==> src/hw/rtl/grbf_pkg.sv <==
// Shared types, constants and the reciprocal table for the Gaussian RBF expander.
// Used by every module under hw/rtl; depends on nothing.
package grbf_pkg;

  localparam int MAX_CENTERS  = 16;
  localparam int K_W          = (MAX_CENTERS > 1) ? $clog2(MAX_CENTERS) : 1;
  localparam int CNT_W        = $clog2(MAX_CENTERS + 1);
  localparam int SERIES_TERMS = 10;

  localparam logic [16:0] LOG2E_Q16 = 17'd94548;
  localparam logic [29:0] LN2_Q30   = 30'd744261118;

  typedef enum logic [1:0] {
    REG_GRID_START  = 2'd0,
    REG_INV_SPACING = 2'd1,
    REG_GRID_SIZE   = 2'd2
  } reg_idx_t;

  // one center of one sample, leaving the sequencer
  typedef struct packed {
    logic             valid;
    logic [K_W-1:0]   k;
    logic             last;
    logic [16:0]      diff;   // grid_start - sample, signed Q4.12
  } cent_t;

  // sideband that rides along the exponent pipeline
  typedef struct packed {
    logic             valid;
    logic [K_W-1:0]   k;
    logic             last;
    logic             far;    // |d| >= 4.0, result forced to zero
    logic             pos;    // d > 0, slope negative
    logic [13:0]      a12;    // |d| in Q.12
    logic [4:0]       n;      // integer part of d*d*log2(e)
  } band_t;

  // state of the exp series between term units
  typedef struct packed {
    band_t            band;
    logic [29:0]      g30;    // frac * ln2, Q.30
    logic [30:0]      term;   // current series term, Q.30
    logic [31:0]      sum;    // running alternating sum, Q.30
  } ser_t;

  // floor(2^32 / i): reciprocal for dividing a term by its index
  function automatic logic [32:0] recip(input logic [3:0] i);
    logic [32:0] m;
    case (i)
      4'd1:    m = 33'd4294967296;
      4'd2:    m = 33'd2147483648;
      4'd3:    m = 33'd1431655765;
      4'd4:    m = 33'd1073741824;
      4'd5:    m = 33'd858993459;
      4'd6:    m = 33'd715827882;
      4'd7:    m = 33'd613566756;
      4'd8:    m = 33'd536870912;
      4'd9:    m = 33'd477218588;
      4'd10:   m = 33'd429496729;
      default: m = 33'd0;
    endcase
    return m;
  endfunction

endpackage

==> src/hw/rtl/grbf_front.sv <==
// Configuration registers and the center sequencer: one sample in, one center word a cycle out
// while adv is high. Depends on grbf_pkg.
module grbf_front import grbf_pkg::*; (
  input  logic        clk,
  input  logic        rst,
  input  logic        cfg_we,
  input  logic [1:0]  cfg_addr,
  input  logic [15:0] cfg_wdata,
  input  logic        s_tvalid,
  output logic        s_tready,
  input  logic [15:0] s_tdata,      // [15:0] sample
  input  logic        adv,
  output cent_t       item,
  output logic [15:0] inv_spacing
);

  logic [15:0]      grid_start;
  logic [4:0]       grid_size;
  logic             cur_valid;
  logic [K_W-1:0]   cur_k;
  logic [CNT_W-1:0] cur_count;
  logic [16:0]      cur_diff;
  logic [CNT_W-1:0] count_next;
  logic [16:0]      diff_next;

  always_comb begin
    if (grid_size == 5'd0) begin
      count_next = CNT_W'(1);
    end else if (int'(grid_size) > MAX_CENTERS) begin
      count_next = CNT_W'(MAX_CENTERS);
    end else begin
      count_next = CNT_W'(grid_size);
    end
  end

  assign diff_next = 17'($signed({grid_start[15], grid_start}) - $signed({s_tdata[15], s_tdata}));

  always_comb begin
    item.valid = cur_valid;
    item.k     = cur_k;
    item.last  = (CNT_W'(cur_k) + CNT_W'(1)) == cur_count;
    item.diff  = cur_diff;
  end

  // take a new sample when idle or while the final center of the current one issues
  assign s_tready = adv && (!cur_valid || item.last);

  always_ff @(posedge clk) begin
    if (rst) begin
      cur_valid   <= 1'b0;
      grid_start  <= 16'd0;
      inv_spacing <= 16'd0;
      grid_size   <= 5'd1;
    end else begin
      if (cfg_we) begin
        unique case (reg_idx_t'(cfg_addr))
          REG_GRID_START:  grid_start  <= cfg_wdata;
          REG_INV_SPACING: inv_spacing <= cfg_wdata;
          REG_GRID_SIZE:   grid_size   <= cfg_wdata[4:0];
          default: ;
        endcase
      end
      if (s_tvalid && s_tready) begin
        cur_valid <= 1'b1;
        cur_k     <= '0;
        cur_count <= count_next;
        cur_diff  <= diff_next;
      end else if (adv && cur_valid) begin
        if (item.last) begin
          cur_valid <= 1'b0;
        end else begin
          cur_k <= cur_k + K_W'(1);
        end
      end
    end
  end

endmodule

==> config.mk <==
export PLATFORM = sky130hd
export DESIGN_NAME = grbf_front
export DESIGN_NICKNAME = d
export VERILOG_FILES = /design/src/hw/rtl/grbf_pkg.sv /design/src/hw/rtl/grbf_front.sv
export SDC_FILE = /design/constraint.sdc
export NUM_CORES = 1
export LEC_CHECK = 0
export ABC_AREA = 1
export BUFFER_PORTS_ARGS = -buffer_cell sky130_fd_sc_hd__buf_2
export CAP_MARGIN = 5
export CORE_MARGIN = 2
export CORE_UTILIZATION = 54
export CTS_CLUSTER_SIZE = 12
export DETAILED_ROUTE_END_ITERATION = 10
export HOLD_SLACK_MARGIN = 0.02
export PLACE_DENSITY = 0.84
export SLEW_MARGIN = 40
export SYNTH_ARGS = -nofsm -noshare
export SYNTH_HDL_FRONTEND = slang
export SYNTH_SLANG_ARGS = --single-unit
==> constraint.sdc <==
create_clock -name clk -period 2.85 [get_ports clk]
set_input_delay 0.57 -clock clk [delete_from_list [all_inputs] [get_ports clk]]
set_output_delay 0.57 -clock clk [all_outputs]
set_load 0.05 [all_outputs]
==> results_dict.tcl <==
set metrics [dict create \
    outcome "completed" \
    clk-insertion-delay-late_ns 0.34 \
    die_h_um 82.2 \
    diodes 0 \
    cts_tree "built" \
    synthTopCellsByArea "edfxtp_1 (24%), dfxtp_1 (23%), nor2_1 (8.4%), nand2_1 (8.0%), ha_1 (7.2%)" \
    synth-compound-area-share 0.113 \
    place_ws_ns 0.534 \
    vias 2903 \
    holdCritPathClass "input port to register" \
    drv_cap 0 \
    place_congestion 0.933 \
    grt_pass1_wl_um 11700 \
    yosys.area_share.adder 0.0781 \
    worstSetupEndpointType "output port" \
    rows 28 \
    track_usage 0.225 \
    p_comb_frac 0.177 \
    rr_worst_depth 11 \
    timing.fmax_ghz 0.389 \
    place_area_sq_um 3750 \
    syn_area_sq_um 3300 \
    synthSimpleGateAreaFrac 0.230 \
    gr-total-overflow 0 \
    fin_cells 574 \
    dpl.cell_count 558 \
    rsz0062_at_grt "false" \
    synth_seq_cells 64 \
    initial_utilization 0.557 \
    synthXorXnorAreaFrac 0.0292 \
    ant_nets 0 \
    cts_buffers 9 \
    setup_viol 0 \
    ir_drop_v 0.000342 \
    nets 553 \
    internal_power_mw 1.60 \
    finish.utilization 0.670 \
    cp_max_fo 6 \
    hpwlAfterDp_um 5430 \
    routedWlPerCell_um 12.4 \
    multi_input_area_sq_um 1490 \
    numClockSinks 64 \
    synth_area_per_cell_sq_um 8.03 \
    hold_buffers 0 \
    synthToLayoutAreaGrowth_pct 20.2 \
    power_density_nw_per_um2 559 \
    grt_max_degree 36 \
    relSlewSlack 0.640 \
    grt.met2_usage 0.360 \
    clockBufferDepth 2 \
    boundaryPins 79 \
    period_minus_slack_ns 2.57 \
    synth_top_family_by_area "simple AND/OR/NAND/NOR gates" \
    switchingPower_uw 624 \
    die-area_sq_um 6750 \
    period_share 0.902 \
    vias_per_cell 5.06 \
    drtPass1Iterations 4 \
    required_ns 2.28 \
    start_kind "register" \
    ys_types 32 \
    postCtsSetupRepairBufs 0 \
    finalWirelength_um 7110 \
    worstMarginPinSlew_ns 0.539 \
    synth_fp_nets 470 \
    fin_setup_tns_ns 0 \
    yosysSeqAreaShare 0.467 \
    p_leak_nw 2.11 \
    seqCellArea_sq_um 1540 \
    grt_pass1_vias 2660 \
    worstSetupPathType "register to output port" \
    drv_slew 0 \
    synth-warning-count 0 \
    clk_pin_slew_ns 0.07 \
    grtUsageMet1 0.306 \
    numPortBuffers 78 \
    final_common_cell "buf_2" \
    gr-max-usage-layer "met2" \
    switching_share 0.281 \
    fill_cells 506 \
    netlist_instances 411 \
    fp.dieW_um 82.2 \
    layout_common_cells "buf_2 (78), nor2_1 (74), nand2_1 (70)" \
    design_area_sq_um 3970 \
    htreeDepth 3 \
    fin_skew_ns 0.0109 \
    synthMuxAreaShare 0 \
    drt_iter0_drc 152 \
    holdPathStages 2 \
    worst_slack_ns 0.279 \
    drive_gt1_frac 0.212 \
    fp.coreArea_sq_um 5920 \
    worst_ep_arrival_time_ns 2.00 \
    p_seq_frac 0.464 \
    antenna_found_initial 0 \
    use_met3 0.0359 \
    cts_resized 0 \
    synth_top_cell_by_area "edfxtp_1" \
    hold_viol_final 0 \
    p_clk_frac 0.360 \
    synth_top_area_share 0.237 \
    drcViolationCount 0 \
    root_buffer "clkbuf_8" \
]
## stage by stage
| stage | hold WS [ns] | power [mW] |
|---|---|---|
| after global placement | 0.461 | 1.43 |
| after detailed placement | 0.476 | 1.44 |
| after CTS | 0.422 | 2.23 |
| final | 0.426 | 2.22 |
| after global routing | 0.421 | 2.32 |
| after floorplan | 0.433 | 1.33 |
## power groups by stage
stage          Sequential (mW)  Combinational [mW]  Clock, mW
3_3_place_gp              1.05               0.380          0
3_5_place_dp              1.05               0.389          0
4_1_cts                   1.03               0.391      0.808
5_1_grt                   1.03               0.435      0.851
2_1_floorplan             1.13               0.204          0
6_report                  1.03               0.392      0.799
## logic make-up after synthesis
family          count (synthesis)
flops                          64
compound gates                 69
simple gates                  178
buf+inv                        69
xor+xnor                       11
fa+ha+maj                      20
## critical path: stages (launching register included)
cell and delay [ns]:
edfxtp_1 0.48, ha_1 0.37, inv_1 0.06, nand2_1 0.04, nand2_1 0.05, nand3_1 0.09, nor2_2 0.12, nand2_2 0.08
a21boi_1 0.12, buf_2 0.27
## synthesized netlist by cell type, drive strengths merged
library cell / number
a21o: 1
o21ai: 40
o211ai: 1
o21bai: 1
nand3b: 2
nand4: 7
edfxtp: 26
nand3: 18
o31ai: 2
o21a: 2
ha: 19
clkbuf: 3
dfxtp: 38
buf: 5
nor4: 1
a21oi: 21
nor3: 2
fa: 1
nor2: 75
inv: 61
nand2: 73
a21boi: 1
xor2: 10
xnor2: 1
## flip-flops by register name (all words and copies together) (netlist names)
name	count
cur_valid	1
cur_diff	17
inv_spacing	16
cur_k	4
grid_start	16
grid_size	5
cur_count	5
## path summary, 6_finish.rpt
kind                         to           from  slack (ns)
hold / removal     grid_size[3]            rst        0.43
setup reg to reg    cur_diff[6]       cur_k[0]        0.70
setup / recovery       s_tready       cur_k[0]        0.28
hold reg to reg   grid_start[0]  grid_start[0]        0.49
## layout make-up
class                   instances  share of cell area
repair buffers                 80               0.102
multi-input cells             278               0.374
flip-flops and latches         64               0.388
clock buffers                  15              0.0526
clock inverters                 1             0.00126
well taps                      75              0.0236
inverters                      61              0.0577
## routing by layer
| layer | vias to the layer above | wire length [um] |
|---|---|---|
| met1 | 1295 | 3350 |
| met2 | 104 | 3230 |
| met3 | 5 | 471 |
| li1 | 1499 | - |
| met5 | - | 0 |
| met4 | 0 | 57 |
Note: power is estimated with default switching activity, not from simulation.
