File: src/hw/rtl/grbf_pkg.sv
// Shared types, constants and the reciprocal table for the Gaussian RBF expander.
// Used by every module under hw/rtl; depends on nothing.
package grbf_pkg;

  localparam int MAX_CENTERS  = 16;
  localparam int K_W          = (MAX_CENTERS > 1) ? $clog2(MAX_CENTERS) : 1;
  localparam int CNT_W        = $clog2(MAX_CENTERS + 1);
  localparam int SERIES_TERMS = 10;

  localparam logic [16:0] LOG2E_Q16 = 17'd94548;
  localparam logic [29:0] LN2_Q30   = 30'd744261118;

  typedef enum logic [1:0] {
    REG_GRID_START  = 2'd0,
    REG_INV_SPACING = 2'd1,
    REG_GRID_SIZE   = 2'd2
  } reg_idx_t;

  // one center of one sample, leaving the sequencer
  typedef struct packed {
    logic             valid;
    logic [K_W-1:0]   k;
    logic             last;
    logic [16:0]      diff;   // grid_start - sample, signed Q4.12
  } cent_t;

  // sideband that rides along the exponent pipeline
  typedef struct packed {
    logic             valid;
    logic [K_W-1:0]   k;
    logic             last;
    logic             far;    // |d| >= 4.0, result forced to zero
    logic             pos;    // d > 0, slope negative
    logic [13:0]      a12;    // |d| in Q.12
    logic [4:0]       n;      // integer part of d*d*log2(e)
  } band_t;

  // state of the exp series between term units
  typedef struct packed {
    band_t            band;
    logic [29:0]      g30;    // frac * ln2, Q.30
    logic [30:0]      term;   // current series term, Q.30
    logic [31:0]      sum;    // running alternating sum, Q.30
  } ser_t;

  // floor(2^32 / i): reciprocal for dividing a term by its index
  function automatic logic [32:0] recip(input logic [3:0] i);
    logic [32:0] m;
    case (i)
      4'd1:    m = 33'd4294967296;
      4'd2:    m = 33'd2147483648;
      4'd3:    m = 33'd1431655765;
      4'd4:    m = 33'd1073741824;
      4'd5:    m = 33'd858993459;
      4'd6:    m = 33'd715827882;
      4'd7:    m = 33'd613566756;
      4'd8:    m = 33'd536870912;
      4'd9:    m = 33'd477218588;
      4'd10:   m = 33'd429496729;
      default: m = 33'd0;
    endcase
    return m;
  endfunction

endpackage

File: src/hw/rtl/grbf_dist.sv
// Distance stages: scaled offset, |d| rounding, d*d*log2(e) split into integer and fraction,
// and the fraction times ln2 that seeds the exp series. Six register stages. Depends on grbf_pkg.
module grbf_dist import grbf_pkg::*; (
  input  logic        clk,
  input  logic        rst,
  input  logic        adv,
  input  cent_t       item,
  input  logic [15:0] inv_spacing,
  output ser_t        out
);

  band_t       b1, b2, b3, b4, b5;
  band_t       nb3, nb5;
  logic [33:0] prod1;
  logic [34:0] d20_2;
  logic [27:0] sq4;
  logic [23:0] f5;
  logic [34:0] a20;
  logic [34:0] a12_full;
  logic [44:0] u_prod;
  logic [53:0] g_prod;
  band_t       nb1;

  always_comb begin
    nb1       = '0;
    nb1.valid = item.valid;
    nb1.k     = item.k;
    nb1.last  = item.last;
  end

  // stage 3 logic: magnitude, round half away from zero, far check
  always_comb begin
    a20       = d20_2[34] ? (35'd0 - d20_2) : d20_2;
    a12_full  = (a20 + 35'd128) >> 8;
    nb3       = b2;
    nb3.pos   = !d20_2[34] && (d20_2 != 35'd0);
    nb3.far   = |a12_full[34:14];
    nb3.a12   = a12_full[13:0];
  end

  always_comb begin
    u_prod = 45'(sq4) * 45'(LOG2E_Q16) + 45'd32768;
    nb5    = b4;
    nb5.n  = u_prod[44:40];
  end

  assign g_prod = 54'(f5) * 54'(LN2_Q30) + 54'd8388608;

  always_ff @(posedge clk) begin
    if (rst) begin
      b1.valid      <= 1'b0;
      b2.valid      <= 1'b0;
      b3.valid      <= 1'b0;
      b4.valid      <= 1'b0;
      b5.valid      <= 1'b0;
      out.band.valid <= 1'b0;
    end else if (adv) begin
      b1    <= nb1;
      prod1 <= 34'($signed(item.diff) * $signed({1'b0, inv_spacing}));
      b2    <= b1;
      d20_2 <= 35'($signed({prod1[33], prod1}) + $signed(35'(b1.k) << 20));
      b3    <= nb3;
      b4    <= b3;
      sq4   <= 28'(b3.a12) * 28'(b3.a12);
      b5    <= nb5;
      f5    <= u_prod[39:16];
      out.band <= b5;
      out.g30  <= g_prod[53:24];
      out.term <= 31'h4000_0000;
      out.sum  <= 32'h4000_0000;
    end
  end

endmodule

File: config.mk
export PLATFORM = sky130hd
export DESIGN_NAME = grbf_dist
export DESIGN_NICKNAME = d
export VERILOG_FILES = /design/src/hw/rtl/grbf_pkg.sv /design/src/hw/rtl/grbf_dist.sv
export SDC_FILE = /design/constraint.sdc
export NUM_CORES = 2
export LEC_CHECK = 0
export BUFFER_PORTS_ARGS = -buffer_cell sky130_fd_sc_hd__buf_2
export CAP_MARGIN = 15
export CORE_MARGIN = 4
export CORE_UTILIZATION = 52
export DETAILED_ROUTE_END_ITERATION = 10
export GPL_TIMING_DRIVEN = 0
export HOLD_SLACK_MARGIN = 0.02
export PLACE_DENSITY_LB_ADDON = 0.2
export SYNTH_ARGS = -nofsm -noshare
export SYNTH_HDL_FRONTEND = slang
export SYNTH_SLANG_ARGS = --single-unit
File: constraint.sdc
create_clock -name clk -period 17.5 [get_ports clk]
set_clock_uncertainty 0.2 [all_clocks]
set_input_delay 1.75 -clock clk [delete_from_list [all_inputs] [get_ports clk]]
set_output_delay 1.75 -clock clk [all_outputs]
set_load 0.01 [all_outputs]
==> parameters.txt <==
Parameter                              Value

Run status
  Result of the run    finished clean

STA
  Fin. max-slew vios    0
  Hold violation count in the final report    0
  Worst setup slack after layout    around 8000 ps
  Part of the cycle the worst path needs    0.5462
  Worst relative slew slack    0.3211
  Setup repair after global routing missed its margin    false
  Actual transition at the worst max-transition pin    just over 1000 ps
  Setup total negative slack    0 ps
  Maximum achievable frequency    104.6 MHz
  Final critical path time including I/O delays and setup    9559 ps
  Setup violation total in the final timing report    0

Clock network
  Number of buffers created by CTS    35
  # resized after CTS    0
  Clock buffer depth    3
  H-tree depth    2
  Clock tree root driver cell    clkbuf_16
  Clock transition at path regs    around 70 ps
  Number of hold-repair buffers added at the cts stage    0
  Clock tree from TritonCTS    built
  Clock latency at the later pin of the worst-skew pair    580 ps
  Count of clock tree sinks    259
  # Post-CTS Setup Buffers    0

Layout
  Layout overhead on the synthesized area    7.560%
  Nets@finish    6,161
  Non-filler instance count after layout    5,888
  Most frequent cells in the layout    inv_1 (1,096), fa_1 (780), ha_1 (631)
  Leading cell type in the layout, fill and taps excluded    inv_1
  Fillers    7,706
  Number of antenna cells inserted    0
  Proportion of layout cells with a drive suffix above 1    0.05282

Die
  Core area    0.08716 sq mm
  Io pins    162
  Floorplan die height    304.9 microns
  Die X    304.9 microns
  Die footprint    0.09295 sq mm
  Initial cell density of the core    0.5258
  Std cell rows    108

Drt
  Top layer reached by signal wires    met4
  Routed Antenna Nets    0
  Wire length on met1    43,000 microns
  First-pass iteration count of the detailed router    5
  Post-route DRC    0
  Number of vias per cell    around 5.2
  Violation count after the first detailed-route iteration    roughly 1,500
  Routed wire length    about 100,000 microns
  Met3 wirelength from detailed routing    4516 microns
  Total met2 wirelength after detailed routing    49,730 microns
  Vias    30,461
  Post-detailed-route wirelength per cell    17.10 microns

Logic synthesis
  Most common flop cell mapped by yosys    edfxtp_1
  Post-synthesis xor/xnor area fraction    0.04278
  Largest family of logic cells by synthesized area    adder cells
  Total of flip-flops plus latches after synthesis    259
  Share of the synthesized area in compound gates (AO/OA/AOI/OAI)    0.06290
  Cells after synthesis    4,507
  Number of warnings printed during yosys synthesis    0
  Average cell area after synthesis    10.17 sq um
  Proportion of synthesized area in mux cells    0.003604
  Synthesized area    0.04583 sq mm
  Number of unique standard cell types used by synthesis    82
  Simple-gate portion of the synthesized area    0.1017
  Sequential cell area fraction in the yosys report    0.1684
  Share of flip-flops with an asynchronous set or reset after synthesis    0
  Number of synthesized flops with an enable pin    approximately 250
  Fraction of the mapped netlist area in adder cells    0.5134

Setup path
  Data arrival time of the worst path    9680 ps
  Count of cells along the worst register-to-register path    24
  Start-to-end type of the worst setup path    reg2reg
  CP required    around 18,000 ps
  Capturing element type of the critical path    flip-flop
  Critical Path Fanout Max    7
  Startpoint type of the worst setup path    flip-flop

Place
  Worst slack at placement    7971 ps
  Weighted congestion reported at the end of routability-driven placement    0.9149
  Number of port buffers    90
  HPWL reported at the end of detailed placement    87,540 microns
  Number of placed cells counting well taps    5,826

Global route
  Number of antenna violations at the first check in global routing    2
  Global-route wire length before repair    about 160,000 microns
  Pin count of the biggest net entering global routing    38
  Overall global routing resource usage    0.2227
  Via count of the first global-routing pass    31,994
  Total gr overflow    0

Hold path
  Hold/Removal Path Class    reg2reg
  Worst hold path stage count    0

Run
  Max capacitance violation total    0
-- sequential cells by signal, indices dropped and copies added, names as in the netlist --
| name | flops |
|---|---|
| b1 | 6 |
| b2 | 6 |
| b3 | 22 |
| b4 | 22 |
| b5 | 27 |
| d20_2 | 35 |
| f5 | 24 |
| out | 57 |
| prod1 | 34 |
| sq4 | 26 |
-- layer usage --
metal,vias up,GRT usage
met5,-,0
met4,0,0.07163
met3,165,0.03312
met2,576,0.3816
met1,15165,0.2923
li1,14555,-
-- Yosys cell counts (7+ instances only) --
library cell | instances | share of area
o21ai_0 | 68 | 0.0074
or2_2 | 10 | 0.0014
and4_1 | 10 | 0.0019
xnor2_1 | 157 | 0.030
o211ai_1 | 13 | 0.0021
a21o_1 | 67 | 0.011
o31ai_1 | 11 | 0.0018
ha_1 | 631 | 0.17
xor2_1 | 65 | 0.012
mux2i_1 | 12 | 0.0026
nor4_1 | 15 | 0.0020
buf_4 | 63 | 0.010
nor3b_1 | 9 | 0.0015
o2111ai_1 | 7 | 0.0013
and2_1 | 187 | 0.026
nor2_1 | 137 | 0.011
a21boi_0 | 10 | 0.0016
a21oi_1 | 117 | 0.013
fa_1 | 780 | 0.34
nand4_1 | 25 | 0.0034
a31oi_1 | 16 | 0.0022
nand2_1 | 306 | 0.025
or3_1 | 20 | 0.0027
clkbuf_1 | 83 | 0.0068
nand2b_1 | 18 | 0.0025
o21a_1 | 21 | 0.0034
nand3_1 | 55 | 0.0060
edfxtp_1 | 253 | 0.17
o21bai_1 | 7 | 0.0011
nor2b_1 | 31 | 0.0042
nor3_1 | 45 | 0.0049
a211oi_1 | 22 | 0.0036
inv_1 | 1096 | 0.090
nor4b_1 | 7 | 0.0013
and3_1 | 24 | 0.0033
-- logic make-up after synthesis --
family,after synthesis
buf+inv,1244
compound gates,429
fa+ha+maj,1413
xor+xnor,223
simple gates,921
other cells,2
mux,16
flops,259
-- through the flow --
step | cell area (sq um) | utilization | hold WS (ps)
2_1_floorplan | 46080 | - | 200.3
3_3_place_gp | 47970 | 0.5504 | 201.2
3_5_place_dp | 48150 | 0.5525 | 204.5
4_1_cts | 49290 | 0.5656 | 201.8
5_1_grt | 49290 | 0.5656 | 214.3
6_report | 49290 | 0.5656 | 203.4
-- final timing paths --
| kind | startpoint | end | slack (ps) |
|---|---|---|---|
| min reg2reg | prod1[10]$_DFFE_PP_ | d20_2[10]$_DFFE_PP_ | 200 |
| max | f5[21]$_DFFE_PP_ | out[92]$_DFFE_PP_ | 7940 |
| min | prod1[10]$_DFFE_PP_ | d20_2[10]$_DFFE_PP_ | 200 |
| max reg2reg | f5[21]$_DFFE_PP_ | out[92]$_DFFE_PP_ | 7940 |
-- critical path, cell delays in order (launching register included) --
cell and delay, ps:
edfxtp_1 590, fa_1 810, inv_1 170, fa_1 560, inv_1 70, fa_1 530
fa_1 530, fa_1 520, fa_1 540, inv_1 50, fa_1 540, inv_1 50
ha_1 390, nand4_1 150, or3_1 340, o22ai_1 300, o21ai_0 270, o21ai_0 390
xor2_1 330, and4_1 300, nand4_1 250, nor4_1 900, nand3_1 220, a31oi_1 220
nand3_1 90
-- layout make-up --
cell class                 instances  area (sq um)  share of cell area
buffer                           148         793.3             0.01609
clock buffer                      40         915.9             0.01858
clock inverter                    22         224.0            0.004543
inverter                        1096          4114             0.08346
multi-input combinational       3070         33470              0.6789
sequential                       259          7717              0.1566
tap                             1155          1445             0.02932
timing repair buffer              98         618.1             0.01254
Power is left out: the tool's default activity adds up to more than one toggle a clock period on the data nets, which glitch-free logic cannot reach.
