===== config.mk =====
export PLATFORM = sky130hd
export DESIGN_NAME = grbf_term
export DESIGN_NICKNAME = d
export VERILOG_FILES = /design/src/hw/rtl/grbf_pkg.sv /design/src/hw/rtl/grbf_term.sv
export SDC_FILE = /design/constraint.sdc
export NUM_CORES = 2
export LEC_CHECK = 0
export ABC_CLOCK_PERIOD_IN_PS = 71800
export BUFFER_PORTS_ARGS = -buffer_cell sky130_fd_sc_hd__buf_2
export CELL_PAD_IN_SITES_DETAIL_PLACEMENT = 0
export CELL_PAD_IN_SITES_GLOBAL_PLACEMENT = 1
export CORE_MARGIN = 3
export CORE_UTILIZATION = 45
export CTS_BUF_LIST = sky130_fd_sc_hd__clkbuf_16
export CTS_CLUSTER_SIZE = 25
export DETAILED_ROUTE_END_ITERATION = 8
export GPL_ROUTABILITY_DRIVEN = 0
export HOLD_SLACK_MARGIN = 0.02
export PLACE_DENSITY_LB_ADDON = 0.1
export SLEW_MARGIN = 20
export SYNTH_ARGS = -nofsm -noshare
export SYNTH_HDL_FRONTEND = slang
export SYNTH_SLANG_ARGS = --single-unit

===== constraint.sdc =====
create_clock -name clk -period 71.8 [get_ports clk]
set_clock_uncertainty 0.15 [all_clocks]
set_input_delay 14.36 -clock clk [delete_from_list [all_inputs] [get_ports clk]]
set_output_delay 14.36 -clock clk [all_outputs]
set_load 0.02 [all_outputs]

===== src/hw/rtl/grbf_pkg.sv =====
// Shared types, constants and the reciprocal table for the Gaussian RBF expander.
// Used by every module under hw/rtl; depends on nothing.
package grbf_pkg;

  localparam int MAX_CENTERS  = 16;
  localparam int K_W          = (MAX_CENTERS > 1) ? $clog2(MAX_CENTERS) : 1;
  localparam int CNT_W        = $clog2(MAX_CENTERS + 1);
  localparam int SERIES_TERMS = 10;

  localparam logic [16:0] LOG2E_Q16 = 17'd94548;
  localparam logic [29:0] LN2_Q30   = 30'd744261118;

  typedef enum logic [1:0] {
    REG_GRID_START  = 2'd0,
    REG_INV_SPACING = 2'd1,
    REG_GRID_SIZE   = 2'd2
  } reg_idx_t;

  // one center of one sample, leaving the sequencer
  typedef struct packed {
    logic             valid;
    logic [K_W-1:0]   k;
    logic             last;
    logic [16:0]      diff;   // grid_start - sample, signed Q4.12
  } cent_t;

  // sideband that rides along the exponent pipeline
  typedef struct packed {
    logic             valid;
    logic [K_W-1:0]   k;
    logic             last;
    logic             far;    // |d| >= 4.0, result forced to zero
    logic             pos;    // d > 0, slope negative
    logic [13:0]      a12;    // |d| in Q.12
    logic [4:0]       n;      // integer part of d*d*log2(e)
  } band_t;

  // state of the exp series between term units
  typedef struct packed {
    band_t            band;
    logic [29:0]      g30;    // frac * ln2, Q.30
    logic [30:0]      term;   // current series term, Q.30
    logic [31:0]      sum;    // running alternating sum, Q.30
  } ser_t;

  // floor(2^32 / i): reciprocal for dividing a term by its index
  function automatic logic [32:0] recip(input logic [3:0] i);
    logic [32:0] m;
    case (i)
      4'd1:    m = 33'd4294967296;
      4'd2:    m = 33'd2147483648;
      4'd3:    m = 33'd1431655765;
      4'd4:    m = 33'd1073741824;
      4'd5:    m = 33'd858993459;
      4'd6:    m = 33'd715827882;
      4'd7:    m = 33'd613566756;
      4'd8:    m = 33'd536870912;
      4'd9:    m = 33'd477218588;
      4'd10:   m = 33'd429496729;
      default: m = 33'd0;
    endcase
    return m;
  endfunction

endpackage


===== src/hw/rtl/grbf_term.sv =====
// One term of the exp(-g) series: multiply by g, divide by the term index through a
// reciprocal with one correction, then fold into the alternating sum. Three stages. Uses grbf_pkg.
module grbf_term import grbf_pkg::*; (
  input  logic       clk,
  input  logic       rst,
  input  logic       adv,
  input  logic [3:0] term_idx,
  input  ser_t       in,
  output ser_t       out
);

  ser_t        sa, sb;
  logic [30:0] raw_a, raw_b, q0_b;
  logic [60:0] mul;
  logic [63:0] mq;
  logic [34:0] rem;
  logic [30:0] q;

  assign mul = 61'(in.term) * 61'(in.g30);
  assign mq  = 64'(raw_a) * 64'(recip(term_idx));

  // reciprocal estimate is at most one low
  always_comb begin
    rem = 35'(raw_b) - 35'(q0_b) * 35'(term_idx);
    q   = (rem >= 35'(term_idx)) ? q0_b + 31'd1 : q0_b;
  end

  always_ff @(posedge clk) begin
    if (rst) begin
      sa.band.valid  <= 1'b0;
      sb.band.valid  <= 1'b0;
      out.band.valid <= 1'b0;
    end else if (adv) begin
      sa    <= in;
      raw_a <= mul[60:30];
      sb    <= sa;
      raw_b <= raw_a;
      q0_b  <= mq[62:32];
      out.band <= sb.band;
      out.g30  <= sb.g30;
      out.term <= q;
      out.sum  <= term_idx[0] ? sb.sum - 32'(q) : sb.sum + 32'(q);
    end
  end

endmodule


==> flow_metrics.env <==
export IMPL_result_of_the_run="complete, no violations"
export IMPL_detail_route_drc_violations=0
export IMPL_drt_total_wl_mm=213
export IMPL_final_nets=9444
export IMPL_grt_ovfl_total=0
export IMPL_antennaDiodeCount=0
export IMPL_yosysWarningCount=0
export IMPL_cts_hold_fix_buffers=0
export IMPL_setup_tns_final_ns=0
export IMPL_arrival_ns=25.97
export IMPL_post_route_period_util_pct=35.9
export IMPL_final_setup_viol_count=0
export IMPL_ys_async_sr_fraction_pct=0
export IMPL_ys_flop_type="sky130_fd_sc_hd__edfxtp_1"
export IMPL_postRouteAntennaNets=0
export IMPL_yosysSeqAreaShare_pct=16.5
export IMPL_startpoint_to_endpoint_class_of_the_critical_path="in2reg"
export IMPL_cts_resized_gates=0
export IMPL_post_synth_instance_area_um2=70800
export IMPL_routed_via_density=5.24
export IMPL_initial_utilization_pct=45.6
export IMPL_slowest_delay_ns=0.82
export IMPL_dr_total_vias=48600
export IMPL_final_cell_mix="sky130_fd_sc_hd__inv_1, sky130_fd_sc_hd__fa_1, sky130_fd_sc_hd__nand2_1, sky130_fd_sc_hd__ha_1, sky130_fd_sc_hd__and2_1"
export IMPL_setup_reg_to_reg_worst_slack_ns=60.29
export IMPL_timing_final_max_slew_violations=0
export IMPL_ys_seq_elements=391
export IMPL_die_height_um=403
export IMPL_drtIter0Drc=3151
export IMPL_holdCritPathClass="reg2reg"
export IMPL_die_area_um2=162000
export IMPL_cts_made_buffers=45
export IMPL_postLayoutCellArea_um2=75600
export IMPL_cp_common_cell="sky130_fd_sc_hd__fa_1"
export IMPL_first_global_vias=53300
export IMPL_syn_inst=7133
export IMPL_number_of_synthesized_flops_with_an_enable_pin=388
export IMPL_ctsLongestPathBuffers=3
export IMPL_die_x_um=403
export IMPL_dp_final_hpwl_mm=162
export IMPL_rsz0062_at_grt="false"
export IMPL_grt_antenna_before_repair=4
export IMPL_syn_to_final_growth_pct=6.80
export IMPL_dr_wl_cell_um=22.9
export IMPL_rows=144
export IMPL_all_layer_gr_usage_pct=27.0
export IMPL_clock_pin_slew_reported_for_the_worst_setup_and_hold_paths_after_clock_tree_synthesis_ns=0.07
export IMPL_drtPass1Iterations=8
export IMPL_htreeDepth=2
export IMPL_finalHoldViolCount=0
export IMPL_core_um2=155000
export IMPL_root_buffer_master="sky130_fd_sc_hd__clkbuf_16"
export IMPL_clock_sinks=391
export IMPL_critical_path_reg2reg_startpoint="q0_b[4]$_DFFE_PP_"
export IMPL_grt_start_max_net_pins=163
export IMPL_r2r_worst_path_cells=36
export IMPL_place_area_um2=74200
export IMPL_max_freq_mhz=38.8
export IMPL_io_buffer_count=246
export IMPL_synth_avg_cell_area_um2=9.92
export IMPL_synth_net_count=9376
export IMPL_grt_first_pass_wirelength_mm=330
export IMPL_final_common_cell="sky130_fd_sc_hd__inv_1"
export IMPL_crit_reg2reg_capture="out[31]$_DFFE_PP_"
export IMPL_tritoncts_clock_tree="built"
export IMPL_cp_startpoint="term_idx[0]"
export IMPL_worst_setup_path_endpoint="q0_b[30]$_DFFE_PP_"
export IMPL_min_tclk_post_route_ns=25.76
export IMPL_ioPinCount=247
export IMPL_slew_of_the_pin_with_the_lowest_slew_margin_ns=1.15
export IMPL_maxCapViolations=0
export IMPL_worst_ep_required_time_ns=72.01
export IMPL_critical_path_source_type="primary input"
export IMPL_cts_repair_timing_setup_buffer_count=0
export IMPL_clk_latency_ns=0.63
export IMPL_synth_cell_type_count=81
export IMPL_post_route_cells_drive_above_1_share_pct=6.26
export IMPL_max_slew_margin_rel_pct=23.5
export IMPL_crit_fanout=56
export IMPL_critPathSlowestCell="sky130_fd_sc_hd__nand2b_1"
export IMPL_worstSetupEndpointType="flop"
## cells in the mapped netlist (6+ instances only)
library cell / count / area (µm²)
sky130_fd_sc_hd__inv_1: 1713 / 6430
sky130_fd_sc_hd__a211oi_1: 22 / 165
sky130_fd_sc_hd__buf_1: 7 / 26.3
sky130_fd_sc_hd__and2_1: 426 / 2670
sky130_fd_sc_hd__nor4_1: 8 / 50.1
sky130_fd_sc_hd__o21bai_1: 13 / 97.6
sky130_fd_sc_hd__fa_1: 1535 / 30700
sky130_fd_sc_hd__o21a_1: 25 / 188
sky130_fd_sc_hd__edfxtp_1: 388 / 11700
sky130_fd_sc_hd__ha_1: 581 / 7270
sky130_fd_sc_hd__a21o_1: 30 / 225
sky130_fd_sc_hd__or3_1: 10 / 62.6
sky130_fd_sc_hd__o21ai_0: 65 / 325
sky130_fd_sc_hd__nor2_1: 157 / 589
sky130_fd_sc_hd__a21oi_1: 111 / 556
sky130_fd_sc_hd__o31ai_1: 6 / 45.0
sky130_fd_sc_hd__nor3_1: 43 / 215
sky130_fd_sc_hd__a21boi_0: 6 / 45.0
sky130_fd_sc_hd__and3_1: 67 / 419
sky130_fd_sc_hd__or2_2: 7 / 43.8
sky130_fd_sc_hd__nand4_1: 24 / 150
sky130_fd_sc_hd__o21ai_1: 6 / 30.0
sky130_fd_sc_hd__a31oi_1: 11 / 68.8
sky130_fd_sc_hd__nand3_1: 37 / 185
sky130_fd_sc_hd__o211ai_1: 16 / 120
sky130_fd_sc_hd__xor2_1: 42 / 368
sky130_fd_sc_hd__xnor2_1: 122 / 1070
sky130_fd_sc_hd__nor2b_1: 16 / 100
sky130_fd_sc_hd__o2111ai_1: 15 / 131
sky130_fd_sc_hd__nand2b_1: 19 / 119
sky130_fd_sc_hd__mux2i_1: 8 / 80.1
sky130_fd_sc_hd__nand2_1: 1179 / 4430
sky130_fd_sc_hd__clkbuf_1: 316 / 1190
sky130_fd_sc_hd__buf_2: 8 / 40.0
## flip-flops by register name (all words and copies together) (netlist names)
name and count:
sb 89, sa 89, out 120, raw_b 31, raw_a 31, q0_b 31
## per-stage QoR
step           worst slack (ns)  cells  hold slack [ns]  util [%]
5_1_grt                   45.46   9277            0.269      48.7
6_report                  46.04   9277            0.260      48.7
3_5_place_dp              45.51   9198            0.255      47.8
2_1_floorplan             38.96   7133            0.250         -
3_3_place_gp              45.60   9198            0.251      47.8
4_1_cts                   46.15   9277            0.257      48.7
## worst min path at each step
stage                                  from                 end  cells past startpoint
final                       sa[8]$_DFFE_PP_     sb[8]$_DFFE_PP_                      0
after global routing       sa[23]$_DFFE_PP_    sb[23]$_DFFE_PP_                      0
after CTS                  sa[88]$_DFFE_PP_    sb[88]$_DFFE_PP_                      0
after detailed placement  sb[110]$_DFFE_PP_  out[110]$_DFFE_PP_                      0
after global placement     sa[82]$_DFFE_PP_    sb[82]$_DFFE_PP_                      0
after floorplan           sb[100]$_DFFE_PP_  out[100]$_DFFE_PP_                      0
## layer usage
layer | track usage [%] | share of wire (%) | vias to the layer above
li1 | - | - | 21400
met1 | 36.2 | 42 | 25400
met2 | 46.4 | 49 | 1494
met3 | 2.78 | 5.4 | 355
met4 | 8.41 | 3.6 | 0
met5 | 0 | 0 | -
## cell type report
| cell class | count | area (µm²) |
|---|---|---|
| clock buffers | 45 | 1130 |
| clock inverters | 34 | 305 |
| fillers | 14700 | 79500 |
| inverters | 1713 | 6430 |
| multi-input cells | 4698 | 51400 |
| flip-flops and latches | 391 | 11700 |
| well taps | 2044 | 2560 |
| repair buffers | 352 | 2040 |
## worst max-delay path: cells and delay by family
kind / cells / cell delay, ns
AND/OR/NAND/NOR: 9 / 2.54
AO/OA/AOI/OAI: 9 / 2.15
XOR/XNOR: 1 / 0.08
buffers and inverters: 12 / 2.10
adder cells (fa/ha/maj): 10 / 4.58
## kinds of logic (layout without fill, tap and decap cells)
family	Yosys count	count (layout)	synth area share [%]
muxes	10	10	0.145
buffers and inverters	2044	2144	10.9
xor gates and xnor gates	164	164	2.03
AOI/OAI and AO/OA	387	387	3.64
and+or+nand+nor	2021	2021	13.1
adders and majority gates	2116	2116	53.7
DFF	391	391	16.5
Power is left out: the tool's default activity adds up to more than one toggle a clock period on the data nets, which glitch-free logic cannot reach.
