<file path="src/hw/rtl/grbf_pkg.sv">
// Shared types, constants and the reciprocal table for the Gaussian RBF expander.
// Used by every module under hw/rtl; depends on nothing.
package grbf_pkg;

  localparam int MAX_CENTERS  = 16;
  localparam int K_W          = (MAX_CENTERS > 1) ? $clog2(MAX_CENTERS) : 1;
  localparam int CNT_W        = $clog2(MAX_CENTERS + 1);
  localparam int SERIES_TERMS = 10;

  localparam logic [16:0] LOG2E_Q16 = 17'd94548;
  localparam logic [29:0] LN2_Q30   = 30'd744261118;

  typedef enum logic [1:0] {
    REG_GRID_START  = 2'd0,
    REG_INV_SPACING = 2'd1,
    REG_GRID_SIZE   = 2'd2
  } reg_idx_t;

  // one center of one sample, leaving the sequencer
  typedef struct packed {
    logic             valid;
    logic [K_W-1:0]   k;
    logic             last;
    logic [16:0]      diff;   // grid_start - sample, signed Q4.12
  } cent_t;

  // sideband that rides along the exponent pipeline
  typedef struct packed {
    logic             valid;
    logic [K_W-1:0]   k;
    logic             last;
    logic             far;    // |d| >= 4.0, result forced to zero
    logic             pos;    // d > 0, slope negative
    logic [13:0]      a12;    // |d| in Q.12
    logic [4:0]       n;      // integer part of d*d*log2(e)
  } band_t;

  // state of the exp series between term units
  typedef struct packed {
    band_t            band;
    logic [29:0]      g30;    // frac * ln2, Q.30
    logic [30:0]      term;   // current series term, Q.30
    logic [31:0]      sum;    // running alternating sum, Q.30
  } ser_t;

  // floor(2^32 / i): reciprocal for dividing a term by its index
  function automatic logic [32:0] recip(input logic [3:0] i);
    logic [32:0] m;
    case (i)
      4'd1:    m = 33'd4294967296;
      4'd2:    m = 33'd2147483648;
      4'd3:    m = 33'd1431655765;
      4'd4:    m = 33'd1073741824;
      4'd5:    m = 33'd858993459;
      4'd6:    m = 33'd715827882;
      4'd7:    m = 33'd613566756;
      4'd8:    m = 33'd536870912;
      4'd9:    m = 33'd477218588;
      4'd10:   m = 33'd429496729;
      default: m = 33'd0;
    endcase
    return m;
  endfunction

endpackage

</file>
<file path="src/hw/rtl/grbf_out.sv">
// Output stages: scale the series result by 2^-n into basis and slope, apply sign and the
// far-from-center zeroing, and hold the output register. Three stages. Depends on grbf_pkg.
module grbf_out import grbf_pkg::*; (
  input  logic        clk,
  input  logic        rst,
  input  logic        adv,
  input  ser_t        in,
  output logic        m_tvalid,
  output logic [39:0] m_tdata,   // [15:0] basis, [31:16] slope, [35:32] center_index, zero above
  output logic        m_tlast
);

  band_t       b1, b2;
  logic [30:0] e30;
  logic [5:0]  sh_b, sh_s;
  logic [38:0] bsum, bfull;
  logic [44:0] mprod1;
  logic [15:0] basis1, basis2, mag2;
  logic [48:0] ssum, sfull;
  logic [15:0] slope_v, basis_v;

  always_comb begin
    e30   = in.sum[30:0];
    sh_b  = 6'(in.band.n) + 6'd14;
    bsum  = 39'(e30) + (39'd1 << sh_b);
    bfull = bsum >> (sh_b + 6'd1);
  end

  always_comb begin
    sh_s  = 6'(b1.n) + 6'd25;
    ssum  = 49'(mprod1) + (49'd1 << sh_s);
    sfull = ssum >> (sh_s + 6'd1);
  end

  always_comb begin
    if (b2.far) begin
      basis_v = 16'd0;
      slope_v = 16'd0;
    end else begin
      basis_v = basis2;
      slope_v = b2.pos ? 16'd0 - mag2 : mag2;
    end
  end

  always_ff @(posedge clk) begin
    if (rst) begin
      b1.valid <= 1'b0;
      b2.valid <= 1'b0;
      m_tvalid <= 1'b0;
    end else if (adv) begin
      b1       <= in.band;
      mprod1   <= 45'(in.band.a12) * 45'(e30);
      basis1   <= bfull[15:0];
      b2       <= b1;
      mag2     <= sfull[15:0];
      basis2   <= basis1;
      m_tvalid <= b2.valid;
      m_tdata  <= {4'd0, 4'(b2.k), slope_v, basis_v};
      m_tlast  <= b2.last;
    end
  end

endmodule

</file>
<file path="config.mk">
export PLATFORM = sky130hd
export DESIGN_NAME = grbf_out
export DESIGN_NICKNAME = d
export VERILOG_FILES = /design/src/hw/rtl/grbf_pkg.sv /design/src/hw/rtl/grbf_out.sv
export SDC_FILE = /design/constraint.sdc
export NUM_CORES = 1
export LEC_CHECK = 0
export BUFFER_PORTS_ARGS = -buffer_cell sky130_fd_sc_hd__buf_2
export CORE_ASPECT_RATIO = 0.8
export CORE_MARGIN = 5
export CORE_UTILIZATION = 45
export CTS_BUF_LIST = sky130_fd_sc_hd__clkbuf_8
export CTS_CLUSTER_SIZE = 10
export DETAILED_ROUTE_END_ITERATION = 6
export GPL_TIMING_DRIVEN = 1
export PLACE_DENSITY = 0.66
export SLEW_MARGIN = 15
export SYNTH_ARGS = -nofsm -noshare
export SYNTH_HDL_FRONTEND = slang
export SYNTH_SLANG_ARGS = --single-unit
export TNS_END_PERCENT = 50
</file>
<file path="constraint.sdc">
create_clock -name clk -period 10.2 [get_ports clk]
set_clock_uncertainty 0.2 [all_clocks]
set_input_delay 2.04 -clock clk [delete_from_list [all_inputs] [get_ports clk]]
set_output_delay 2.04 -clock clk [all_outputs]
set_load 0.1 [all_outputs]
</file>
==> results of run 1 <==
-- cell usage after synthesis (13+ instances only) --
library cell / n
and3_1: 33
a21oi_1: 163
nor2b_1: 30
a311oi_1: 14
o211ai_1: 25
mux4_2: 13
a21o_1: 70
a31oi_1: 30
mux2_2: 22
xnor2_1: 86
buf_2: 13
o31ai_1: 19
a2111oi_0: 16
nand3_1: 51
o21a_1: 19
inv_1: 407
nor3_1: 49
ha_1: 201
edfxtp_1: 149
nand4_1: 27
o221ai_1: 16
xor2_1: 51
o22ai_1: 14
o21ai_0: 101
fa_1: 347
nand2b_1: 15
a211oi_1: 31
o21bai_1: 22
nand2_1: 425
and2_1: 224
mux2i_1: 61
or3_1: 20
clkbuf_1: 168
nor2_1: 209
-- per-layer routing --
layer,wire (um),part of all wire,vias up,global-route usage
met5,0,0,-,0
met4,1380,0.018,0,0.0473
met3,5810,0.074,82,0.0389
met2,34800,0.44,858,0.351
met1,36700,0.47,11800,0.337
li1,-,-,11300,-
-- state kept, by name, indices dropped and copies added, names as in the netlist --
name / flops
b2: 8
basis1: 16
m_tdata: 36
basis2: 16
mag2: 16
m_tvalid: 1
m_tlast: 1
b1: 13
mprod1: 45
-- kinds of logic (layout without fill, tap and decap cells) --
group                    Yosys count  after routing  share of synthesized area
multiplexers                      96             96                     0.0400
buffers and inverters            604            565                     0.0801
XOR/XNOR                         137            137                     0.0417
adder cells (fa/ha/maj)          549            549                      0.329
AND/OR/NAND/NOR                 1116           1116                      0.185
AO/OA/AOI/OAI                    693            693                      0.167
other                              2             24                   0.000261
flip-flops                       152            152                      0.158
-- power breakdown --
group          switching, mW  internal [mW]
logic                   4.84           3.37
registers             0.0505           1.18
clock network          0.252          0.198
-- per-stage QoR --
step / cell area (um2) / util / power [mW]
CTS: 30200 / 0.480 / 9.78
finish: 30200 / 0.480 / 9.89
floorplan: 28900 / - / 7.42
global route: 30200 / 0.480 / 11.0
global placement: 29800 / 0.474 / 9.23
detailed placement: 29800 / 0.474 / 9.28
-- critical path: stages --
cell	delay, ns
buf_2	0.53
and2_1	0.24
fa_1	0.41
inv_1	0.09
fa_1	0.42
inv_1	0.09
fa_1	0.46
fa_1	0.46
fa_1	0.51
inv_1	0.05
fa_1	0.47
inv_1	0.04
ha_1	0.34
and4_1	0.25
a221oi_1	0.27
o21ai_0	0.22
o211ai_2	0.26
a21oi_1	0.13
o31a_1	0.35
a31o_1	0.28
a311o_1	0.38
a221o_1	0.32
a21oi_2	0.15
xnor2_1	0.11
-- cells in the final DEF (no fill, tap or decap), types with 19 or more instances in the layout --
cell type and count:
mux2_2 22, o31ai_1 19, a21oi_1 163, and2_1 224, o21ai_0 101, nor2_1 208, buf_4 25, conb_1 24
o211ai_1 25, nor2b_1 29, xnor2_1 84, nand3_1 51, or3_1 20, edfxtp_1 149, buf_2 98, a211oi_1 31
o21a_1 19, nand2_1 425, nand4_1 27, fa_1 347, xor2_1 51, inv_1 407, and3_1 33, o21bai_1 22
ha_1 201, mux2i_1 61, nor3_1 49, a21o_1 70, a31oi_1 30
-- final cells by class --
type,count,area [um2],share of cell area
Clock inverter,15,143,0.00472
Clock buffer,17,234,0.00774
Timing Repair Buffer,124,693,0.0229
Tap cell,840,1050,0.0348
Sequential cell,152,4530,0.150
Inverter,409,1540,0.0508
Multi-Input combinational cell,2615,22000,0.729
-- final timing paths --
path / cells past startpoint / startpoint / to
worst max-delay path: 24 / in[102] / mprod1[44]
worst min-delay path: 0 / basis1[8] / basis2[8]
worst max register to register: 19 / b1[0] / mag2[14]
worst min register to register: 0 / basis1[8] / basis2[8]
==> results by group, run 1 <==
Run status
  • Status: completed

Yosys
  • Largest cells by area after synthesis: fa_1 24%, edfxtp_1 16%, ha_1 8.7%
  • Leading area contributor after synthesis: fa_1
  • Post-synthesis register bit count: 152
  • Share of the synthesized area in the top cell type: 0.241
  • Yosys warns: 0
  • Mapped Cells: 3349
  • Syn avg cell area: 8.59 um2
  • Seq/Total Area, Yosys: 0.158
  • Post-synth cell types: 92
  • Main synth FF type: edfxtp_1
  • Number of synthesized flops with an enable pin: 149
  • Ys async rst share: 0
  • Post-synthesis cell area: 28800 um2

Power
  • Leakage: 13.8 nW
  • Maximum vdd ir drop: 0.393 mV
  • P per Cell Area: 327 nW/um2

Finish
  • Antenna Cells: 0
  • Non-filler cells, final: 4172
  • Total of fill cells in the finished design: 6157
  • P&R area growth vs syn: 5.07%
  • Layout Nets: 3990
  • Share of layout cells above drive strength 1: 0.0687

Clock tree
  • H-Tree Depth: 4
  • CTS Buf Count: 17
  • Post-CTS Setup Inserts: 0
  • Clock root cell: clkbuf_8
  • TritonCTS clock tree: yes
  • Reg clk slew, reported paths: 0.09 ns
  • Resize count post-CTS: 0
  • Maximum clock path buffer count: 2
  • Hold_buf cts: 0
  • # clock sinks: 152
  • Clk Latency, worst-skew pair: 0.50 ns

Place
  • Placed Cells: 4139
  • DP Wirelength: 61.6 mm
  • Routability congestion estimate from global placement: 0.968
  • Place WS: 0.837 ns
  • IO Port Bufs: 98

STA
  • Fmax achieved: 0.113 GHz
  • RSZ-0062 raised after global routing: no
  • Least-Margin Pin Slew: 0.864 ns
  • Max-slew headroom: 0.424
  • Final Slew Violations: 0
  • Fin crit share: 0.867
  • PnR worst setup slack: 1.36 ns
  • Min cycle time layout: 8.84 ns
  • Hold_ws: 0.214 ns
  • Setup TNS: 0 ns
  • # setup viols final: 0
  • Endpoints failing hold: 0

Floorplan
  • Die area: 69100 um2
  • Die Y: 236 um
  • Starting Density: 0.457
  • Core box area: 63000 um2
  • Horiz. Die Dim: 293 um
  • I/O pin count: 165
  • # rows: 82

Global routing
  • Grt ovf: 0
  • Antenna violations before repair: 0
  • Global-route wire length before repair: 128 mm
  • Gr usage total: 0.227
  • Vias in the first global route: 23500
  • Pin count of the biggest net entering global routing: 70

Worst hold path
  • Worst hold path type: flop to flop

Flow run
  • Max-cap viol count: 0

Critical path
  • Setup crit end kind: flop
  • Crit Path Class: primary input to flop
  • Reg-to-reg slack, setup: 3.94 ns
  • Critical Path RT: 10.22 ns
  • CP Data Arrival Time: 8.87 ns
  • Worst setup SP type: primary input
  • Crit path max fanout: 31

Routing
  • Final ANT Viol Nets: 0
  • Drt wl/cell: 18.9 um
  • Pre-antenna DRT Iters: 5
  • DR DRC count: 0
  • Vias per cell: 5.75
  • 1st-iter DRT viols: 2195
  • Via count: 24000
  • Final WL: 78.7 mm
Power figures use the tool's default switching activity.
==> inputs of run 2 (changes only) <==
Settings changed: PLACE_DENSITY 0.66 to not set.
==> run 2 against run 1 <==
Combinational power up 2%. Critical path depth down 1. Global-route usage up 2.0 points. Sequential cell count unchanged. Final area about the same. Worst setup slack worse by 0.052 ns.
==> results by group, run 2 (synthesis results as in run 1) <==
STA
  • Setup TNS: 0 ns
  • Min cycle time layout: 8.90 ns
  • Fin crit share: 0.872
  • Fmax achieved: 0.112 GHz
  • Final Slew Violations: 0
  • Least-Margin Pin Slew: 1.07 ns
  • Endpoints failing hold: 0
  • # setup viols final: 0
  • Max-slew headroom: 0.290
  • RSZ-0062 raised after global routing: no
  • Hold_ws: 0.217 ns

Flow run
  • Max-cap viol count: 0

Run status
  • Status: completed

Global routing
  • Global-route wire length before repair: 138 mm
  • Antenna violations before repair: 1
  • GRT Max-Usage Layer: met2
  • Grt ovf: 0
  • GR Layer Usage met2: 0.392
  • Pin count of the biggest net entering global routing: 68
  • Met3 usage: 0.0372
  • GRT met1 Usage: 0.360
  • Vias in the first global route: 24700
  • Gr usage total: 0.247

Critical path
  • RR Startpoint: b1[0]
  • Buf/Inv on CP: 4
  • Crit path max-delay cell type: buf_2
  • WP depth: 23
  • Crit path max fanout: 31
  • Crit Path Class: primary input to flop
  • Crit-path cells: buf_2, nand2_1, fa_1, inv_1, fa_1, fa_1, fa_1, fa_1, inv_1, fa_1, inv_1, ha_1, nand2_1, or3_1, nor2_1, and3_1, a2111oi_0, o21ai_0, a31o_2, a31oi_1, o221a_2, nor3_1, xnor2_1
  • Worst reg2reg path endpoint: mag2[2]
  • Worst setup SP type: primary input
  • Crit-path leading delay family: adder cells
  • Critical path endpoint: mprod1[41]
  • Worst path most repeated cell: fa_1
  • Critical Path RT: 10.21 ns
  • Reg2reg path depth: 20
  • Slowest stage delay, CP: 0.58 ns
  • Setup crit end kind: flop
  • CP Data Arrival Time: 8.91 ns
  • Crit. Startpoint: in[106]
  • Reg-to-reg slack, setup: 3.78 ns

Routing
  • DR DRC count: 0
  • Via count: 24400
  • Vias per cell: 5.86
  • Drt wl/cell: 20.6 um
  • Final ANT Viol Nets: 0
  • 1st-iter DRT viols: 1978
  • Pre-antenna DRT Iters: 6
  • Final WL: 85.9 mm

Clock tree
  • # clock sinks: 152
  • Reg clk slew, reported paths: 0.09 ns
  • Resize count post-CTS: 0
  • CTS Buf Count: 17
  • Hold_buf cts: 0
  • TritonCTS clock tree: yes
  • Clk Latency, worst-skew pair: 0.48 ns
  • Maximum clock path buffer count: 2
  • Clock root cell: clkbuf_8
  • H-Tree Depth: 4
  • Post-CTS Setup Inserts: 0

Worst hold path
  • Worst hold path type: flop to flop

Finish
  • Share of layout cells above drive strength 1: 0.0684
  • Most common cell after layout, fill and taps aside: nand2_1
  • Most frequent cells in the layout: 425 x nand2_1, 407 x inv_1, 347 x fa_1
  • Layout Nets: 3991
  • P&R area growth vs syn: 5.12%
  • Largest regs: mprod1: 45 flops, m_tdata: 36 flops
  • Register Area: 4530 um2
  • Reg with most FFs: mprod1
  • Multi-input gate area: 22000 um2
  • Total of fill cells in the finished design: 6168
  • Max reg flops: 45

Power
  • Reg power frac: 0.122
  • Clock Power Share: 0.048
  • Sw power: 5.27 mW
  • Combinational power share: 0.830
  • Leakage: 13.8 nW
  • Maximum vdd ir drop: 0.453 mV
  • P_int: 4.80 mW
  • P per Cell Area: 333 nW/um2
  • Switch share: 0.523

Floorplan
  • Die area: 69100 um2
  • I/O pin count: 165
  • Die Y: 236 um
  • Starting Density: 0.457
  • Core box area: 63000 um2
  • Horiz. Die Dim: 293 um
  • # rows: 82

Place
  • DP Wirelength: 67.6 mm
  • Routability congestion estimate from global placement: 0.946
  • IO Port Bufs: 98
## run 2: cell count changes in the layout (fill, tap and decap cells not counted), moves of 2 or more
| cell | delta |
|---|---|
| clkinv_2 | -3 |
| inv_6 | +3 |
| buf_4 | +2 |
| clkinv_4 | -2 |
| clkinvlp_4 | +2 |
| inv_8 | -2 |
## run 2: cell type report
class                   instances  share of cell area
multi-input cells            2615               0.729
flip-flops and latches        152               0.150
inverters                     409              0.0507
well taps                     840              0.0347
repair buffers                125              0.0229
clock buffers                  17             0.00773
clock inverters                15             0.00538
diodes                          1           0.0000827
## run 2: power by group through the flow
stage	clock (mW)	combinational, mW	sequential, mW
after detailed placement	0	8.22	1.24
after CTS	0.500	8.27	1.23
after global placement	0	8.09	1.25
after global routing	0.526	9.39	1.24
after floorplan	0	6.14	1.28
final	0.479	8.36	1.23
## run 2: worst min path at each step
stage	from	end	slack, ns	cells past startpoint
after detailed placement	basis1[14]	basis2[14]	0.20	0
after CTS	b1[19]	b2[19]	0.22	0
after floorplan	b1[19]	b2[19]	0.20	0
after global routing	b1[20]	b2[20]	0.22	0
final	basis1[0]	basis2[0]	0.22	0
after global placement	b2[25]	m_tdata[35]	0.20	0
## run 2: per-stage QoR
step	power (mW)	std cells	setup WS [ns]	util	cell area (um2)
floorplan	7.42	3371	0.674	-	28900
global placement	9.33	4141	0.924	0.474	29900
detailed placement	9.46	4141	0.848	0.474	29900
CTS	10.0	4173	1.35	0.480	30300
global route	11.2	4174	0.954	0.480	30300
finish	10.1	4174	1.30	0.480	30300
## run 2: per-layer routing
metal,vias to the layer above,share of wire,wire length (um)
li1,11300,-,-
met1,12200,0.47,40000
met2,870,0.45,38800
met3,110,0.064,5520
met4,0,0.019,1630
met5,-,0,0
## run 2: worst reg2reg max path, cell delays in order, from the launching register on
cell,delay [ns]
edfxtp_1,0.32
buf_4,0.49
ha_1,0.48
inv_1,0.11
nand2_1,0.11
nand2_1,0.14
inv_1,0.17
nand2_1,0.17
nor2_1,0.30
ha_1,0.40
a21oi_1,0.24
a21boi_0,0.13
a2111oi_2,0.56
o21ai_1,0.27
a2bb2oi_1,0.25
a31oi_2,0.30
xnor2_1,0.13
mux2i_1,0.62
a2bb2oi_1,0.30
o221ai_1,0.15
a211o_1,0.34
==> inputs of run 3 (changes only) <==
Settings changed: BUFFER_PORTS_ARGS -buffer_cell sky130_fd_sc_hd__buf_2 to not set, CELL_PAD_IN_SITES_DETAIL_PLACEMENT set to 1, CELL_PAD_IN_SITES_GLOBAL_PLACEMENT set to 1, DONT_BUFFER_PORTS set to 1, MAX_ROUTING_LAYER set to met4, PLACE_DENSITY_LB_ADDON set to 0.1.
==> run 3 against run 2 <==
Non-clock buffer count shrank 105. Die area did not move. Power is essentially flat. Largest cell class unchanged. Fmax grew 3.7%. Sequential cell count stayed put. Via count decreased by 1.1%. Highest routed layer unchanged. Clock power is 11% higher.
==> results by group, run 3 (synthesis results as in run 1) <==
Run status
  • Status: completed

Finish
  • Total of fill cells in the finished design: 7488
  • Non-filler cells, final: 4069
  • Most frequent cells in the layout: 425 x nand2_1, 407 x inv_1, 347 x fa_1
  • Layout Nets: 3886
  • Most common cell after layout, fill and taps aside: nand2_1
  • P&R area growth vs syn: 3.45%
  • Largest regs: mprod1: 45 flops, m_tdata: 36 flops
  • Share of layout cells above drive strength 1: 0.0390
  • Max reg flops: 45
  • Reg with most FFs: mprod1

Critical path
  • Reg2reg path depth: 20
  • Crit path max fanout: 15
  • RR Startpoint: b1[0]
  • Crit-path cells: and2_1, fa_1, inv_1, fa_1, inv_1, fa_1, fa_1, fa_1, inv_1, fa_1, inv_1, ha_1, nand2_1, or3_1, nor2_1, and3_1, a2111oi_0, o21ai_0, a31o_2, a31oi_1, nand2_1, a31oi_1, xnor2_1
  • Crit path max-delay cell type: a2111oi_0
  • CP Data Arrival Time: 8.61 ns
  • Crit-path leading delay family: adder cells
  • Reg-to-reg slack, setup: 3.51 ns
  • Slowest stage delay, CP: 0.84 ns
  • Worst path most repeated cell: fa_1
  • Critical Path RT: 10.23 ns
  • Setup crit end kind: flop
  • Crit Path Class: primary input to flop
  • Worst reg2reg path endpoint: mag2[6]
  • Buf/Inv on CP: 4
  • Worst setup SP type: primary input

Power
  • Leakage: 13.4 nW
  • Maximum vdd ir drop: 0.418 mV
  • P per Cell Area: 338 nW/um2

Place
  • Placed Cells: 4035
  • Routability congestion estimate from global placement: 0.954
  • Place WS: 1.17 ns
  • DP Wirelength: 74.9 mm
  • IO Port Bufs: 0

Clock tree
  • # clock sinks: 152
  • Clk Latency, worst-skew pair: 0.48 ns
  • Reg clk slew, reported paths: 0.09 ns
  • TritonCTS clock tree: yes
  • Post-CTS Setup Inserts: 0
  • Hold_buf cts: 0
  • CTS Buf Count: 17
  • Resize count post-CTS: 0
  • Maximum clock path buffer count: 2
  • H-Tree Depth: 4
  • Clock root cell: clkbuf_8

Floorplan
  • Die Y: 236 um
  • Core box area: 63000 um2
  • Horiz. Die Dim: 293 um
  • Die area: 69100 um2
  • Starting Density: 0.457
  • I/O pin count: 165
  • # rows: 82

Routing
  • Top Metal Used: met4
  • Met3 WL: 4.25 mm
  • 1st-iter DRT viols: 1440
  • Vias per cell: 5.94
  • Wl on met1: 45.4 mm
  • DR DRC count: 0
  • Met2 wire length: 42.5 mm
  • Pre-antenna DRT Iters: 7
  • Final ANT Viol Nets: 0
  • Drt wl/cell: 23.1 um
  • Final WL: 93.9 mm
  • Via count: 24200

STA
  • PnR worst setup slack: 1.62 ns
  • Min cycle time layout: 8.58 ns
  • Endpoints failing hold: 0
  • Fin crit share: 0.841
  • Fmax achieved: 0.117 GHz
  • # setup viols final: 0
  • Least-Margin Pin Slew: 1.08 ns
  • Max-slew headroom: 0.271
  • RSZ-0062 raised after global routing: no
  • Setup TNS: 0 ns
  • Final Slew Violations: 0

Global routing
  • Antenna violations before repair: 2
  • Global-route wire length before repair: 151 mm
  • Gr usage total: 0.279
  • Vias in the first global route: 26200
  • Grt ovf: 0
  • Pin count of the biggest net entering global routing: 71

Flow run
  • Max-cap viol count: 0

Worst hold path
  • Worst hold path type: flop to flop
  • Hold path startpoint: basis1[6]
  • WHS Path Cells: 0
  • Hold EP: basis2[6]
run 3: cell count changes in the layout (fill, tap and decap cells not counted):
cell        before  now
inv_6            6    4
buf_4           27   19
buf_8            0    1
bufinv_16        2    3
clkinv_2         0    1
clkinvlp_4       3    2
buf_2           98    0
clkinv_1         3    1
xnor2_2          1    2
clkinv_8         0    2
xnor2_1         85   84
inv_8            1    2
run 3: power by group:
group	total, mW	internal [mW]	switching, mW
sequential	1.29	1.18	0.110
combinational	8.24	3.38	4.86
clock	0.530	0.252	0.278
run 3: final cells by class:
type                    count  area (um2)  share of cell area
inverters                 409        1540              0.0516
flip-flops and latches    152        4530               0.152
repair buffers             20         158             0.00530
well taps                 840        1050              0.0353
clock buffers              17         234             0.00786
clock inverters            15         209             0.00702
multi-input cells        2615       22000               0.741
diodes                      1        2.50           0.0000841
run 3: worst reg2reg max path: stages, from the launching register on:
cell and delay (ns):
edfxtp_1 0.33, buf_4 0.49, ha_1 0.51, inv_1 0.11, nand2_1 0.10, nand2_1 0.14
inv_1 0.17, nand2_1 0.19, nor2_1 0.39, ha_1 0.42, a21oi_1 0.22, o21ai_1 0.17
a31oi_1 0.54, a2111oi_0 0.23, a41o_1 0.28, o31ai_1 0.90, and2_1 0.27, a21oi_1 0.08
a211o_1 0.33, o21ai_0 0.24, nand3_1 0.15
run 3: through the flow:
step           utilization  instance area, um2  hold WS [ns]  total power, mW
5_1_grt              0.473               29800         0.223             11.2
3_5_place_dp         0.465               29300         0.205             9.44
4_1_cts              0.472               29800         0.228             10.0
3_3_place_gp         0.465               29300         0.202             9.23
2_1_floorplan            -               28900         0.200             7.42
6_report             0.473               29800         0.222             10.1
run 3: how the worst max path moves through the flow:
stage                 from    endpoint  cells past startpoint
global route         in[7]  mprod1[41]                     25
global placement     in[7]  mprod1[39]                     25
detailed placement   in[7]  mprod1[39]                     25
finish              in[19]  mprod1[39]                     23
floorplan              rst       b1[0]                      1
CTS                  in[7]  mprod1[41]                     25
run 3: layer usage:
layer,up-vias,track usage
li1,11100,-
met3,103,0.0301
met4,0,0.0559
met2,562,0.432
met1,12500,0.402
met5,-,-
